[config.mk]
export PLATFORM = sky130hd
export DESIGN_NAME = running_mean_variance_stats
export DESIGN_NICKNAME = d
export VERILOG_FILES = /design/src/rtl/rmvs_pkg.sv /design/src/rtl/rmvs_div.sv /design/src/rtl/rmvs_mul.sv /design/src/rtl/rmvs_sqrt.sv /design/src/rtl/running_mean_variance_stats.sv
export SDC_FILE = /design/constraint.sdc
export NUM_CORES = 2
export LEC_CHECK = 0
export BUFFER_PORTS_ARGS = -buffer_cell sky130_fd_sc_hd__buf_2
export CORE_MARGIN = 4
export CORE_UTILIZATION = 30
export CTS_BUF_LIST = sky130_fd_sc_hd__clkbuf_4 sky130_fd_sc_hd__clkbuf_8
export CTS_CLUSTER_SIZE = 12
export DETAILED_ROUTE_END_ITERATION = 6
export MAX_ROUTING_LAYER = met4
export PLACE_DENSITY_LB_ADDON = 0.3
export SETUP_SLACK_MARGIN = 0.3
export SLEW_MARGIN = 20
export SYNTH_ARGS = -nofsm -noshare
export SYNTH_HDL_FRONTEND = slang
export SYNTH_HIERARCHICAL = 1
export SYNTH_SLANG_ARGS = --single-unit
[constraint.sdc]
create_clock -name clk -period 10 [get_ports clk]
set_input_delay 0 -clock clk [delete_from_list [all_inputs] [get_ports clk]]
set_output_delay 0 -clock clk [all_outputs]
set_load 0.01 [all_outputs]
[src/rtl/rmvs_pkg.sv]
// Package: widths, limits and sequencer states of the running statistics block.
`timescale 1ns / 1ps
`default_nettype none
package rmvs_pkg;
    localparam int SAMPLE_BITS = 24;
    localparam int COUNT_BITS  = 16;
    localparam int FRAC_BITS   = 16;
    localparam int MEAN_BITS   = SAMPLE_BITS + FRAC_BITS;
    localparam int DVD_BITS    = 80;
    localparam int DVS_BITS    = 40;
    localparam int QUO_BITS    = 64;
    localparam int SQ_BITS     = 64;
    localparam int ROOT_BITS   = 32;
    localparam int PCT_BITS    = 16;

    localparam logic [COUNT_BITS-1:0] COUNT_MAX = {COUNT_BITS{1'b1}};

    typedef enum logic [10:0] {
        S_IDLE      = 11'b000_0000_0001,
        S_MDIV_GO   = 11'b000_0000_0010,
        S_MDIV_WAIT = 11'b000_0000_0100,
        S_MUL_GO    = 11'b000_0000_1000,
        S_MUL_WAIT  = 11'b000_0001_0000,
        S_SD_GO     = 11'b000_0010_0000,
        S_SD_WAIT   = 11'b000_0100_0000,
        S_SQ_WAIT   = 11'b000_1000_0000,
        S_PCT_GO    = 11'b001_0000_0000,
        S_PCT_WAIT  = 11'b010_0000_0000,
        S_DONE      = 11'b100_0000_0000
    } rmvs_state_t;
endpackage
`default_nettype wire

[src/rtl/rmvs_div.sv]
// Shared restoring divider: 80-bit dividend, 40-bit divisor, one bit per cycle.
`timescale 1ns / 1ps
`default_nettype none
module rmvs_div
    import rmvs_pkg::*;
(
    input  wire logic                clk,
    input  wire logic                rst_n,
    input  wire logic                start,
    input  wire logic [DVD_BITS-1:0] dividend,
    input  wire logic [DVS_BITS-1:0] divisor,
    output logic                     done,
    output logic [QUO_BITS-1:0]      quotient,
    output logic                     over
);
    logic [DVD_BITS-1:0] dvd_reg;
    logic [DVS_BITS-1:0] dvs_reg;
    logic [DVS_BITS-1:0] rem_reg;
    logic [QUO_BITS-1:0] quo_reg;
    logic                over_reg;
    logic [6:0]          cnt_reg;
    logic                busy_reg;
    logic                done_reg;
    logic [DVS_BITS:0]   rem_sh;
    logic                fits;

    // remainder stays below the divisor, so it fits in DVS_BITS
    assign rem_sh = {rem_reg, dvd_reg[DVD_BITS-1]};
    assign fits   = rem_sh >= {1'b0, dvs_reg};

    always_ff @(posedge clk or negedge rst_n)
    begin
        if (!rst_n)
        begin
            busy_reg <= 1'b0;
            done_reg <= 1'b0;
            cnt_reg  <= '0;
        end
        else
        begin
            done_reg <= 1'b0;
            if (start)
            begin
                busy_reg <= 1'b1;
                cnt_reg  <= '0;
            end
            else if (busy_reg)
            begin
                cnt_reg <= cnt_reg + 7'd1;
                if (cnt_reg == 7'(DVD_BITS - 1))
                begin
                    busy_reg <= 1'b0;
                    done_reg <= 1'b1;
                end
            end
        end
    end

    always_ff @(posedge clk)
    begin
        if (start)
        begin
            dvd_reg  <= dividend;
            dvs_reg  <= divisor;
            rem_reg  <= '0;
            quo_reg  <= '0;
            over_reg <= 1'b0;
        end
        else if (busy_reg)
        begin
            dvd_reg  <= {dvd_reg[DVD_BITS-2:0], 1'b0};
            over_reg <= over_reg | quo_reg[QUO_BITS-1];
            quo_reg  <= {quo_reg[QUO_BITS-2:0], fits};
            rem_reg  <= fits ? DVS_BITS'(rem_sh - {1'b0, dvs_reg}) : rem_sh[DVS_BITS-1:0];
        end
    end

    assign done     = done_reg;
    assign quotient = quo_reg;
    assign over     = over_reg;
endmodule
`default_nettype wire

[src/rtl/rmvs_mul.sv]
// Shift-add multiplier, 40 x 40 bits, one bit of the multiplier per cycle.
`timescale 1ns / 1ps
`default_nettype none
module rmvs_mul
    import rmvs_pkg::*;
(
    input  wire logic                 clk,
    input  wire logic                 rst_n,
    input  wire logic                 start,
    input  wire logic [MEAN_BITS-1:0] a,
    input  wire logic [MEAN_BITS-1:0] b,
    output logic                      done,
    output logic [2*MEAN_BITS-1:0]    prod
);
    logic [2*MEAN_BITS-1:0] acc_reg;
    logic [2*MEAN_BITS-1:0] a_reg;
    logic [MEAN_BITS-1:0]   b_reg;
    logic [5:0]             cnt_reg;
    logic                   busy_reg;
    logic                   done_reg;

    always_ff @(posedge clk or negedge rst_n)
    begin
        if (!rst_n)
        begin
            busy_reg <= 1'b0;
            done_reg <= 1'b0;
            cnt_reg  <= '0;
        end
        else
        begin
            done_reg <= 1'b0;
            if (start)
            begin
                busy_reg <= 1'b1;
                cnt_reg  <= '0;
            end
            else if (busy_reg)
            begin
                cnt_reg <= cnt_reg + 6'd1;
                if (cnt_reg == 6'(MEAN_BITS - 1))
                begin
                    busy_reg <= 1'b0;
                    done_reg <= 1'b1;
                end
            end
        end
    end

    always_ff @(posedge clk)
    begin
        if (start)
        begin
            acc_reg <= '0;
            a_reg   <= {{MEAN_BITS{1'b0}}, a};
            b_reg   <= b;
        end
        else if (busy_reg)
        begin
            if (b_reg[0])
                acc_reg <= acc_reg + a_reg;
            a_reg <= {a_reg[2*MEAN_BITS-2:0], 1'b0};
            b_reg <= {1'b0, b_reg[MEAN_BITS-1:1]};
        end
    end

    assign done = done_reg;
    assign prod = acc_reg;
endmodule
`default_nettype wire

[src/rtl/rmvs_sqrt.sv]
// Integer square root of a 64-bit word, one result bit per cycle.
`timescale 1ns / 1ps
`default_nettype none
module rmvs_sqrt
    import rmvs_pkg::*;
(
    input  wire logic               clk,
    input  wire logic               rst_n,
    input  wire logic               start,
    input  wire logic [SQ_BITS-1:0] x,
    output logic                    done,
    output logic [ROOT_BITS-1:0]    root
);
    logic [SQ_BITS-1:0] x_reg;
    logic [SQ_BITS-1:0] res_reg;
    logic [SQ_BITS-1:0] bit_reg;
    logic [4:0]         cnt_reg;
    logic               busy_reg;
    logic               done_reg;
    logic [SQ_BITS-1:0] trial;

    assign trial = res_reg + bit_reg;

    always_ff @(posedge clk or negedge rst_n)
    begin
        if (!rst_n)
        begin
            busy_reg <= 1'b0;
            done_reg <= 1'b0;
            cnt_reg  <= '0;
        end
        else
        begin
            done_reg <= 1'b0;
            if (start)
            begin
                busy_reg <= 1'b1;
                cnt_reg  <= '0;
            end
            else if (busy_reg)
            begin
                cnt_reg <= cnt_reg + 5'd1;
                if (cnt_reg == 5'(ROOT_BITS - 1))
                begin
                    busy_reg <= 1'b0;
                    done_reg <= 1'b1;
                end
            end
        end
    end

    always_ff @(posedge clk)
    begin
        if (start)
        begin
            x_reg   <= x;
            res_reg <= '0;
            bit_reg <= {2'b01, {(SQ_BITS-2){1'b0}}};
        end
        else if (busy_reg)
        begin
            if (x_reg >= trial)
            begin
                x_reg   <= x_reg - trial;
                res_reg <= {1'b0, res_reg[SQ_BITS-1:1]} + bit_reg;
            end
            else
            begin
                res_reg <= {1'b0, res_reg[SQ_BITS-1:1]};
            end
            bit_reg <= {2'b00, bit_reg[SQ_BITS-1:2]};
        end
    end

    assign done = done_reg;
    assign root = res_reg[ROOT_BITS-1:0];
endmodule
`default_nettype wire

[src/rtl/running_mean_variance_stats.sv]
// Top level: running count, mean, variance, min and max of a sample stream.
`timescale 1ns / 1ps
`default_nettype none
// Running statistics over unsigned 24-bit samples. Each accepted word yields
// one result word with the count, the Welford running mean (Q24.16), min,
// max, the standard deviation of the mean (Q24.8, zero below two samples) and
// the relative deviation in percent (Q8.8, zero when the mean is zero). Once
// the count reaches 65535 further samples are dropped and count_saturated is
// set. One word is in work at a time; in_stall stays high until its result
// sits in the output register. Per sample the shared 80-step divider runs up to
// three times (mean step, scaled variance, percentage), the 40-step shift-add
// multiplier once and the 32-step square root once, with sequencer states
// between them; a saturated sample skips the mean divide and the multiply, a
// count below two skips the variance divide and the square root, and a zero
// mean skips the percentage divide. The output register frees the input side,
// so a new word may be accepted while a result waits on out_stall.
module running_mean_variance_stats
    import rmvs_pkg::*;
(
    input  wire logic                   clk,
    input  wire logic                   rst_n,
    input  wire logic                   in_valid,
    output logic                        in_stall,
    input  wire logic [SAMPLE_BITS-1:0] sample,
    output logic                        out_valid,
    input  wire logic                   out_stall,
    output logic [COUNT_BITS-1:0]       sample_count,
    output logic [MEAN_BITS-1:0]        mean_value,
    output logic [SAMPLE_BITS-1:0]      min_value,
    output logic [SAMPLE_BITS-1:0]      max_value,
    output logic [ROOT_BITS-1:0]        stddev_of_mean,
    output logic [PCT_BITS-1:0]         relative_stddev_pct,
    output logic                        count_saturated
);
    rmvs_state_t state_reg;

    // statistics state
    logic [COUNT_BITS-1:0]  count_reg;
    logic [MEAN_BITS-1:0]   mean_reg;
    logic [SQ_BITS-1:0]     sq_reg;
    logic [SAMPLE_BITS-1:0] min_reg;
    logic [SAMPLE_BITS-1:0] max_reg;

    // per-word working registers
    logic [MEAN_BITS-1:0]   v_reg;
    logic [MEAN_BITS-1:0]   mag_reg;
    logic                   up_reg;
    logic                   sat_reg;
    logic [ROOT_BITS-1:0]   sd_reg;
    logic [PCT_BITS-1:0]    pct_reg;

    // output register
    logic                   out_valid_reg;
    logic [COUNT_BITS-1:0]  o_count_reg;
    logic [MEAN_BITS-1:0]   o_mean_reg;
    logic [SAMPLE_BITS-1:0] o_min_reg;
    logic [SAMPLE_BITS-1:0] o_max_reg;
    logic [ROOT_BITS-1:0]   o_sd_reg;
    logic [PCT_BITS-1:0]    o_pct_reg;
    logic                   o_sat_reg;

    logic                   accept;
    logic                   out_free;
    logic [MEAN_BITS-1:0]   v_in;
    logic                   up_in;
    logic                   sat_in;

    logic                   div_start;
    logic [DVD_BITS-1:0]    div_dvd;
    logic [DVS_BITS-1:0]    div_dvs;
    logic                   div_done;
    logic [QUO_BITS-1:0]    div_q;
    logic                   div_over;

    logic                   mul_start;
    logic [MEAN_BITS-1:0]   f2;
    logic                   mul_done;
    logic [2*MEAN_BITS-1:0] mul_prod;

    logic                   sq_start;
    logic [SQ_BITS-1:0]     sq_arg;
    logic                   sq_done;
    logic [ROOT_BITS-1:0]   sq_root;

    logic [2*COUNT_BITS-1:0] pair_prod;
    logic [SQ_BITS-1:0]      incr;
    logic [SQ_BITS:0]        sq_sum;
    logic [MEAN_BITS-1:0]    mean_new;
    logic [ROOT_BITS+6:0]    sd_x100;

    assign accept   = in_valid && !in_stall;
    assign in_stall = (state_reg != S_IDLE);
    assign out_free = !out_valid_reg || !out_stall;

    assign v_in   = {sample, {FRAC_BITS{1'b0}}};
    assign up_in  = v_in >= mean_reg;
    assign sat_in = (count_reg == COUNT_MAX);

    // (n-1)*n for the variance divisor
    assign pair_prod = {{COUNT_BITS{1'b0}}, count_reg - COUNT_BITS'(1)}
                     * {{COUNT_BITS{1'b0}}, count_reg};
    assign sd_x100   = (ROOT_BITS+7)'(sd_reg) * (ROOT_BITS+7)'(100);

    // deviation from the updated mean
    assign f2 = up_reg ? (v_reg - mean_reg) : (mean_reg - v_reg);

    // product is below 2^80, so the Q.32 floor never saturates
    assign incr   = SQ_BITS'(mul_prod[2*MEAN_BITS-1:32]);
    assign sq_sum = {1'b0, sq_reg} + {1'b0, incr};

    assign mean_new = up_reg ? (mean_reg + div_q[MEAN_BITS-1:0])
                             : (mean_reg - div_q[MEAN_BITS-1:0]);

    assign sq_arg = div_over ? {SQ_BITS{1'b1}} : div_q;

    always_comb
    begin
        div_start = 1'b0;
        div_dvd   = '0;
        div_dvs   = '0;
        mul_start = (state_reg == S_MUL_GO);
        sq_start  = (state_reg == S_SD_WAIT) && div_done;
        unique case (state_reg)
            S_MDIV_GO:
            begin
                div_start = 1'b1;
                div_dvd   = DVD_BITS'(mag_reg);
                div_dvs   = DVS_BITS'(count_reg);
            end
            S_SD_GO:
            begin
                div_start = (count_reg >= COUNT_BITS'(2));
                div_dvd   = {sq_reg, {FRAC_BITS{1'b0}}};
                div_dvs   = DVS_BITS'(pair_prod);
            end
            S_PCT_GO:
            begin
                div_start = (mean_reg != '0);
                div_dvd   = DVD_BITS'({sd_x100, {FRAC_BITS{1'b0}}});
                div_dvs   = DVS_BITS'(mean_reg);
            end
            default:
            begin
                div_start = 1'b0;
            end
        endcase
    end

    rmvs_div u_div (
        .clk      (clk),
        .rst_n    (rst_n),
        .start    (div_start),
        .dividend (div_dvd),
        .divisor  (div_dvs),
        .done     (div_done),
        .quotient (div_q),
        .over     (div_over)
    );

    rmvs_mul u_mul (
        .clk   (clk),
        .rst_n (rst_n),
        .start (mul_start),
        .a     (mag_reg),
        .b     (f2),
        .done  (mul_done),
        .prod  (mul_prod)
    );

    rmvs_sqrt u_sqrt (
        .clk   (clk),
        .rst_n (rst_n),
        .start (sq_start),
        .x     (sq_arg),
        .done  (sq_done),
        .root  (sq_root)
    );

    // sequencer and statistics state
    always_ff @(posedge clk or negedge rst_n)
    begin
        if (!rst_n)
        begin
            state_reg     <= S_IDLE;
            count_reg     <= '0;
            mean_reg      <= '0;
            sq_reg        <= '0;
            min_reg       <= {SAMPLE_BITS{1'b1}};
            max_reg       <= '0;
            out_valid_reg <= 1'b0;
        end
        else
        begin
            // S_DONE reloads the output register itself
            if (out_valid_reg && !out_stall && (state_reg != S_DONE))
                out_valid_reg <= 1'b0;
            unique case (state_reg)
                S_IDLE:
                begin
                    if (accept)
                    begin
                        if (sat_in)
                        begin
                            state_reg <= S_SD_GO;
                        end
                        else
                        begin
                            count_reg <= count_reg + COUNT_BITS'(1);
                            if (sample > max_reg)
                                max_reg <= sample;
                            if (sample < min_reg)
                                min_reg <= sample;
                            state_reg <= S_MDIV_GO;
                        end
                    end
                end
                S_MDIV_GO:
                begin
                    state_reg <= S_MDIV_WAIT;
                end
                S_MDIV_WAIT:
                begin
                    if (div_done)
                    begin
                        mean_reg  <= mean_new;
                        state_reg <= S_MUL_GO;
                    end
                end
                S_MUL_GO:
                begin
                    state_reg <= S_MUL_WAIT;
                end
                S_MUL_WAIT:
                begin
                    if (mul_done)
                    begin
                        sq_reg    <= sq_sum[SQ_BITS] ? {SQ_BITS{1'b1}} : sq_sum[SQ_BITS-1:0];
                        state_reg <= S_SD_GO;
                    end
                end
                S_SD_GO:
                begin
                    state_reg <= (count_reg >= COUNT_BITS'(2)) ? S_SD_WAIT : S_PCT_GO;
                end
                S_SD_WAIT:
                begin
                    if (div_done)
                        state_reg <= S_SQ_WAIT;
                end
                S_SQ_WAIT:
                begin
                    if (sq_done)
                        state_reg <= S_PCT_GO;
                end
                S_PCT_GO:
                begin
                    state_reg <= (mean_reg != '0) ? S_PCT_WAIT : S_DONE;
                end
                S_PCT_WAIT:
                begin
                    if (div_done)
                        state_reg <= S_DONE;
                end
                S_DONE:
                begin
                    if (out_free)
                    begin
                        out_valid_reg <= 1'b1;
                        state_reg     <= S_IDLE;
                    end
                end
                default:
                begin
                    state_reg <= S_IDLE;
                end
            endcase
        end
    end

    // working and output payload
    always_ff @(posedge clk)
    begin
        if (accept)
        begin
            v_reg   <= v_in;
            up_reg  <= up_in;
            mag_reg <= up_in ? (v_in - mean_reg) : (mean_reg - v_in);
            sat_reg <= sat_in;
            sd_reg  <= '0;
            pct_reg <= '0;
        end
        if (state_reg == S_SQ_WAIT && sq_done)
            sd_reg <= sq_root;
        if (state_reg == S_PCT_WAIT && div_done)
        begin
            if (div_over || (div_q > QUO_BITS'(16'hFFFF)))
                pct_reg <= '1;
            else
                pct_reg <= div_q[PCT_BITS-1:0];
        end
        if (state_reg == S_DONE && out_free)
        begin
            o_count_reg <= count_reg;
            o_mean_reg  <= mean_reg;
            o_min_reg   <= min_reg;
            o_max_reg   <= max_reg;
            o_sd_reg    <= sd_reg;
            o_pct_reg   <= pct_reg;
            o_sat_reg   <= sat_reg;
        end
    end

    assign out_valid           = out_valid_reg;
    assign sample_count        = o_count_reg;
    assign mean_value          = o_mean_reg;
    assign min_value           = o_min_reg;
    assign max_value           = o_max_reg;
    assign stddev_of_mean      = o_sd_reg;
    assign relative_stddev_pct = o_pct_reg;
    assign count_saturated     = o_sat_reg;
endmodule
`default_nettype wire

==> impl_results.md <==
- Run status: finished clean
- Delay of the slowest critical-path stage: 0.62 ns
- Critical path class: flop to flop
- CP max-delay cell: ha_1
- Clock skew: 0.0650 ns
- Via count: 66400
- Pin count of the biggest net entering global routing: 110
- FMAX: 114 MHz
- Slew Limit Fails: 0
- Max_slew headroom: 0.253
- Reg area: 0.0275 sq mm
- CTS sink cnt: 1056
- Worst EP arrival: 9.47 ns
- DRC violations left: 0
- Finished Core Util: 0.337
- Post-CTS sizing: 0
- Final period utilization: 0.881
- Dpl ws: 1.27 ns
- Post-synthesis register bit count: 1056
- Global-route wire length before repair: 403 mm
- Core area: 0.269 sq mm
- Worst-Margin Slew: 1.11 ns
- FF-to-FF Start: count_reg[1]$_DFFE_PN0P_
- Area Overhead vs Synth: 11.3%
- Initial antenna violation count: 13
- Antenna Nets Post-Route: 0
- Register area share after synthesis: 0.339
- Final weighted congestion in routability-driven placement: 0.914
- Clock buffer count from CTS: 197
- CTS tree: yes
- Final net count: 9869
- Critical Path Start Type: flop
- Final HPWL DP: 198 mm
- I/O Buffers: 182
- Switch Pwr: 0.0106 W
- Grt ovf: 0
- GR Util All Layers: 0.189
- Netlist cell types: 132
- Syn Std Cell Area: 0.0812 sq mm
- Total power: 0.0242 W
- Top cell by count, worst path: fa_1
- Longest Clk Path Bufs: 3
- Post-synth EDFFs: 531
- DIE WIDTH: 528 um
- Setup Fix Bufs, Post-CTS: 0
- Total power per unit cell area: 268 mW/mm^2
- Max Cap Viol: 0
- CTS root buf: clkbuf_8
- Yosys warnings: 6
- Hold_sp: out_stall
- Share of cells above drive strength 1: 0.116
- Vias per inst: 5.25
- Synth Flop Type: edfxtp_1
- Ports: 183
- Comb power frac: 0.546
- CP Max Fanout: 19
- Total iterations of the first detailed-routing run: 6
- Async SR Flop Fraction: 0.193
- Die area: 0.279 sq mm
- Clk pwr share: 0.190
- Number of global-route vias before repair: 65000
- Endpoints failing hold: 0
- Drt wl/cell: 20.9 um
- Tmin final: 8.81 ns
- First DRT Iteration DRCs: 5112
- RSZ-0062 raised after global routing: false
- Sequential power share: 0.263
- Row count: 190
- Final worst setup slack: 1.19 ns
- Post-synthesis average cell area: 9.18 sq um
- Clk pin slew, worst setup/hold paths: 0.08 ns
- Min-delay worst type: input port to flop
- Syn Nets: 9801
- Chip height: 528 um
- Critical Path End Type: flop
- # H-tree levels: 4
- Final wirelength: 264 mm
- Final setup fails: 0
- Hold_ws: 0.120 ns
- Worst-Skew Late Latency: 0.98 ns
- Sw Share: 0.439
- Layout fillers: 27700
- Int Pwr: 0.0136 W
- Required @ worst endpoint: 10.67 ns
- Mapped Cells: 8843
- Fin Setup TNS: 0 ns
- Multi-input gate area in the final layout: 0.0492 sq mm
- Critical path launch point: count_reg[1]$_DFFE_PN0P_
- Leakage: 39.6 nW
- Maximum VDD drop: 0.000351 V
- Initial core utilization: 0.302
area by class of cell:
| cell class | count | area share |
|---|---|---|
| inverters | 695 | 0.0289 |
| repair buffers | 338 | 0.0253 |
| flip-flops and latches | 1056 | 0.304 |
| well taps | 3552 | 0.0492 |
| clock inverters | 53 | 0.00457 |
| multi-input cells | 6623 | 0.544 |
| diodes | 12 | 0.000332 |
| clock buffers | 320 | 0.0432 |
worst max-delay path: cells and delay by family, from the launching register on:
family                   cells  cell delay (ns)
adder cells (fa/ha/maj)      9             4.18
AND/OR/NAND/NOR              9             1.63
AO/OA/AOI/OAI                6             1.58
buffers and inverters        5             0.51
flip-flops                   1             0.37
XOR/XNOR                     1             0.18
metrics by stage:
step	instance area (sq um)	instances
after detailed placement	85500	12200
after global routing	90400	12600
after CTS	90300	12600
final	90400	12600
after floorplan	81200	8843
after global placement	85500	12200
Yosys cell counts, types with 32 or more instances:
| master | number | area [sq um] |
|---|---|---|
| o22ai_1 | 37 | 231 |
| or2_2 | 88 | 551 |
| edfxtp_1 | 531 | 15900 |
| clkbuf_1 | 355 | 1330 |
| o211ai_1 | 39 | 293 |
| ha_1 | 702 | 8780 |
| a211oi_1 | 62 | 465 |
| nor2b_1 | 139 | 870 |
| mux2_2 | 178 | 2000 |
| buf_4 | 40 | 300 |
| fa_1 | 228 | 4560 |
| a21o_1 | 267 | 2000 |
| and2_1 | 76 | 475 |
| dfrtp_1 | 179 | 4480 |
| xnor2_1 | 288 | 2520 |
| nor3_1 | 103 | 515 |
| nand2_1 | 739 | 2770 |
| nand3_1 | 125 | 626 |
| a311oi_1 | 47 | 412 |
| o21ai_0 | 492 | 2460 |
| nor2_1 | 632 | 2370 |
| and3_1 | 82 | 513 |
| inv_1 | 692 | 2600 |
| nor4_1 | 42 | 263 |
| o31ai_1 | 46 | 345 |
| buf_2 | 40 | 200 |
| xor2_1 | 233 | 2040 |
| o21ai_1 | 32 | 160 |
| dfxtp_1 | 321 | 6430 |
| or3_1 | 59 | 369 |
| a22oi_1 | 34 | 255 |
| o21bai_1 | 91 | 683 |
| mux2i_1 | 210 | 2100 |
| o21a_1 | 66 | 495 |
| a31oi_1 | 119 | 744 |
| nand4_1 | 143 | 895 |
| a21oi_1 | 641 | 3210 |
| nand2b_1 | 179 | 1120 |
layout by cell type (no fill, tap or decap), drive strengths merged, types with 139 or more instances in the layout:
| cell | count |
|---|---|
| nor2b | 139 |
| inv | 698 |
| fa | 228 |
| xnor2 | 288 |
| a21o | 267 |
| nand4 | 145 |
| buf | 285 |
| dfrtp | 179 |
| nand2b | 179 |
| a21oi | 644 |
| dfxtp | 321 |
| o21ai | 528 |
| nor2 | 634 |
| clkbuf | 320 |
| mux2i | 210 |
| xor2 | 233 |
| nand2 | 740 |
| edfxtp | 531 |
| mux2 | 183 |
| ha | 702 |
cell families after synthesis:
logic type / count (synthesis) / share of synthesized area
simple gates: 2521 / 0.152
fa+ha+maj: 930 / 0.164
flops: 1056 / 0.339
compound gates: 2258 / 0.180
mux: 393 / 0.0513
buf+inv: 1164 / 0.0573
xor+xnor: 521 / 0.0562
path summary, 6_finish.rpt:
check	end	slack, ns	depth (start not counted)
max	u_div/dvs_reg[28]$_DFFE_PP_	1.19	30
min reg2reg	relative_stddev_pct[9]$_DFFE_PP_	0.44	0
max reg2reg	u_div/dvs_reg[28]$_DFFE_PP_	1.19	30
min in group asynchronous	min_reg[2]$_DFFE_PN1P_	0.41	3
max in group asynchronous	u_mul/busy_reg$_DFF_PN0_	8.76	4
min	out_valid$_DFF_PN0_	0.12	4
power groups by stage:
stage	combinational, W	sequential, W	clock, W
after floorplan	0.0101	0.00612	0
after global placement	0.0131	0.00644	0
after detailed placement	0.0131	0.00646	0
after CTS	0.0132	0.00638	0.00476
after global routing	0.0150	0.00646	0.00497
final	0.0132	0.00637	0.00461
what timing repair did:
action,4_1_cts,5_1_grt
setup endpoints to repair,0,0
hold buffers,54,0
endpoints found under the hold margin,280,0
per-layer routing:
| layer | vias up | track usage | wire length, um |
|---|---|---|---|
| met5 | - | - | 0 |
| met4 | 0 | 0.0469 | 6500 |
| met3 | 337 | 0.0250 | 12900 |
| met2 | 1694 | 0.294 | 119000 |
| met1 | 32700 | 0.259 | 125000 |
| li1 | 31600 | - | - |
No activity file was read; power rests on OpenSTA's default activity.
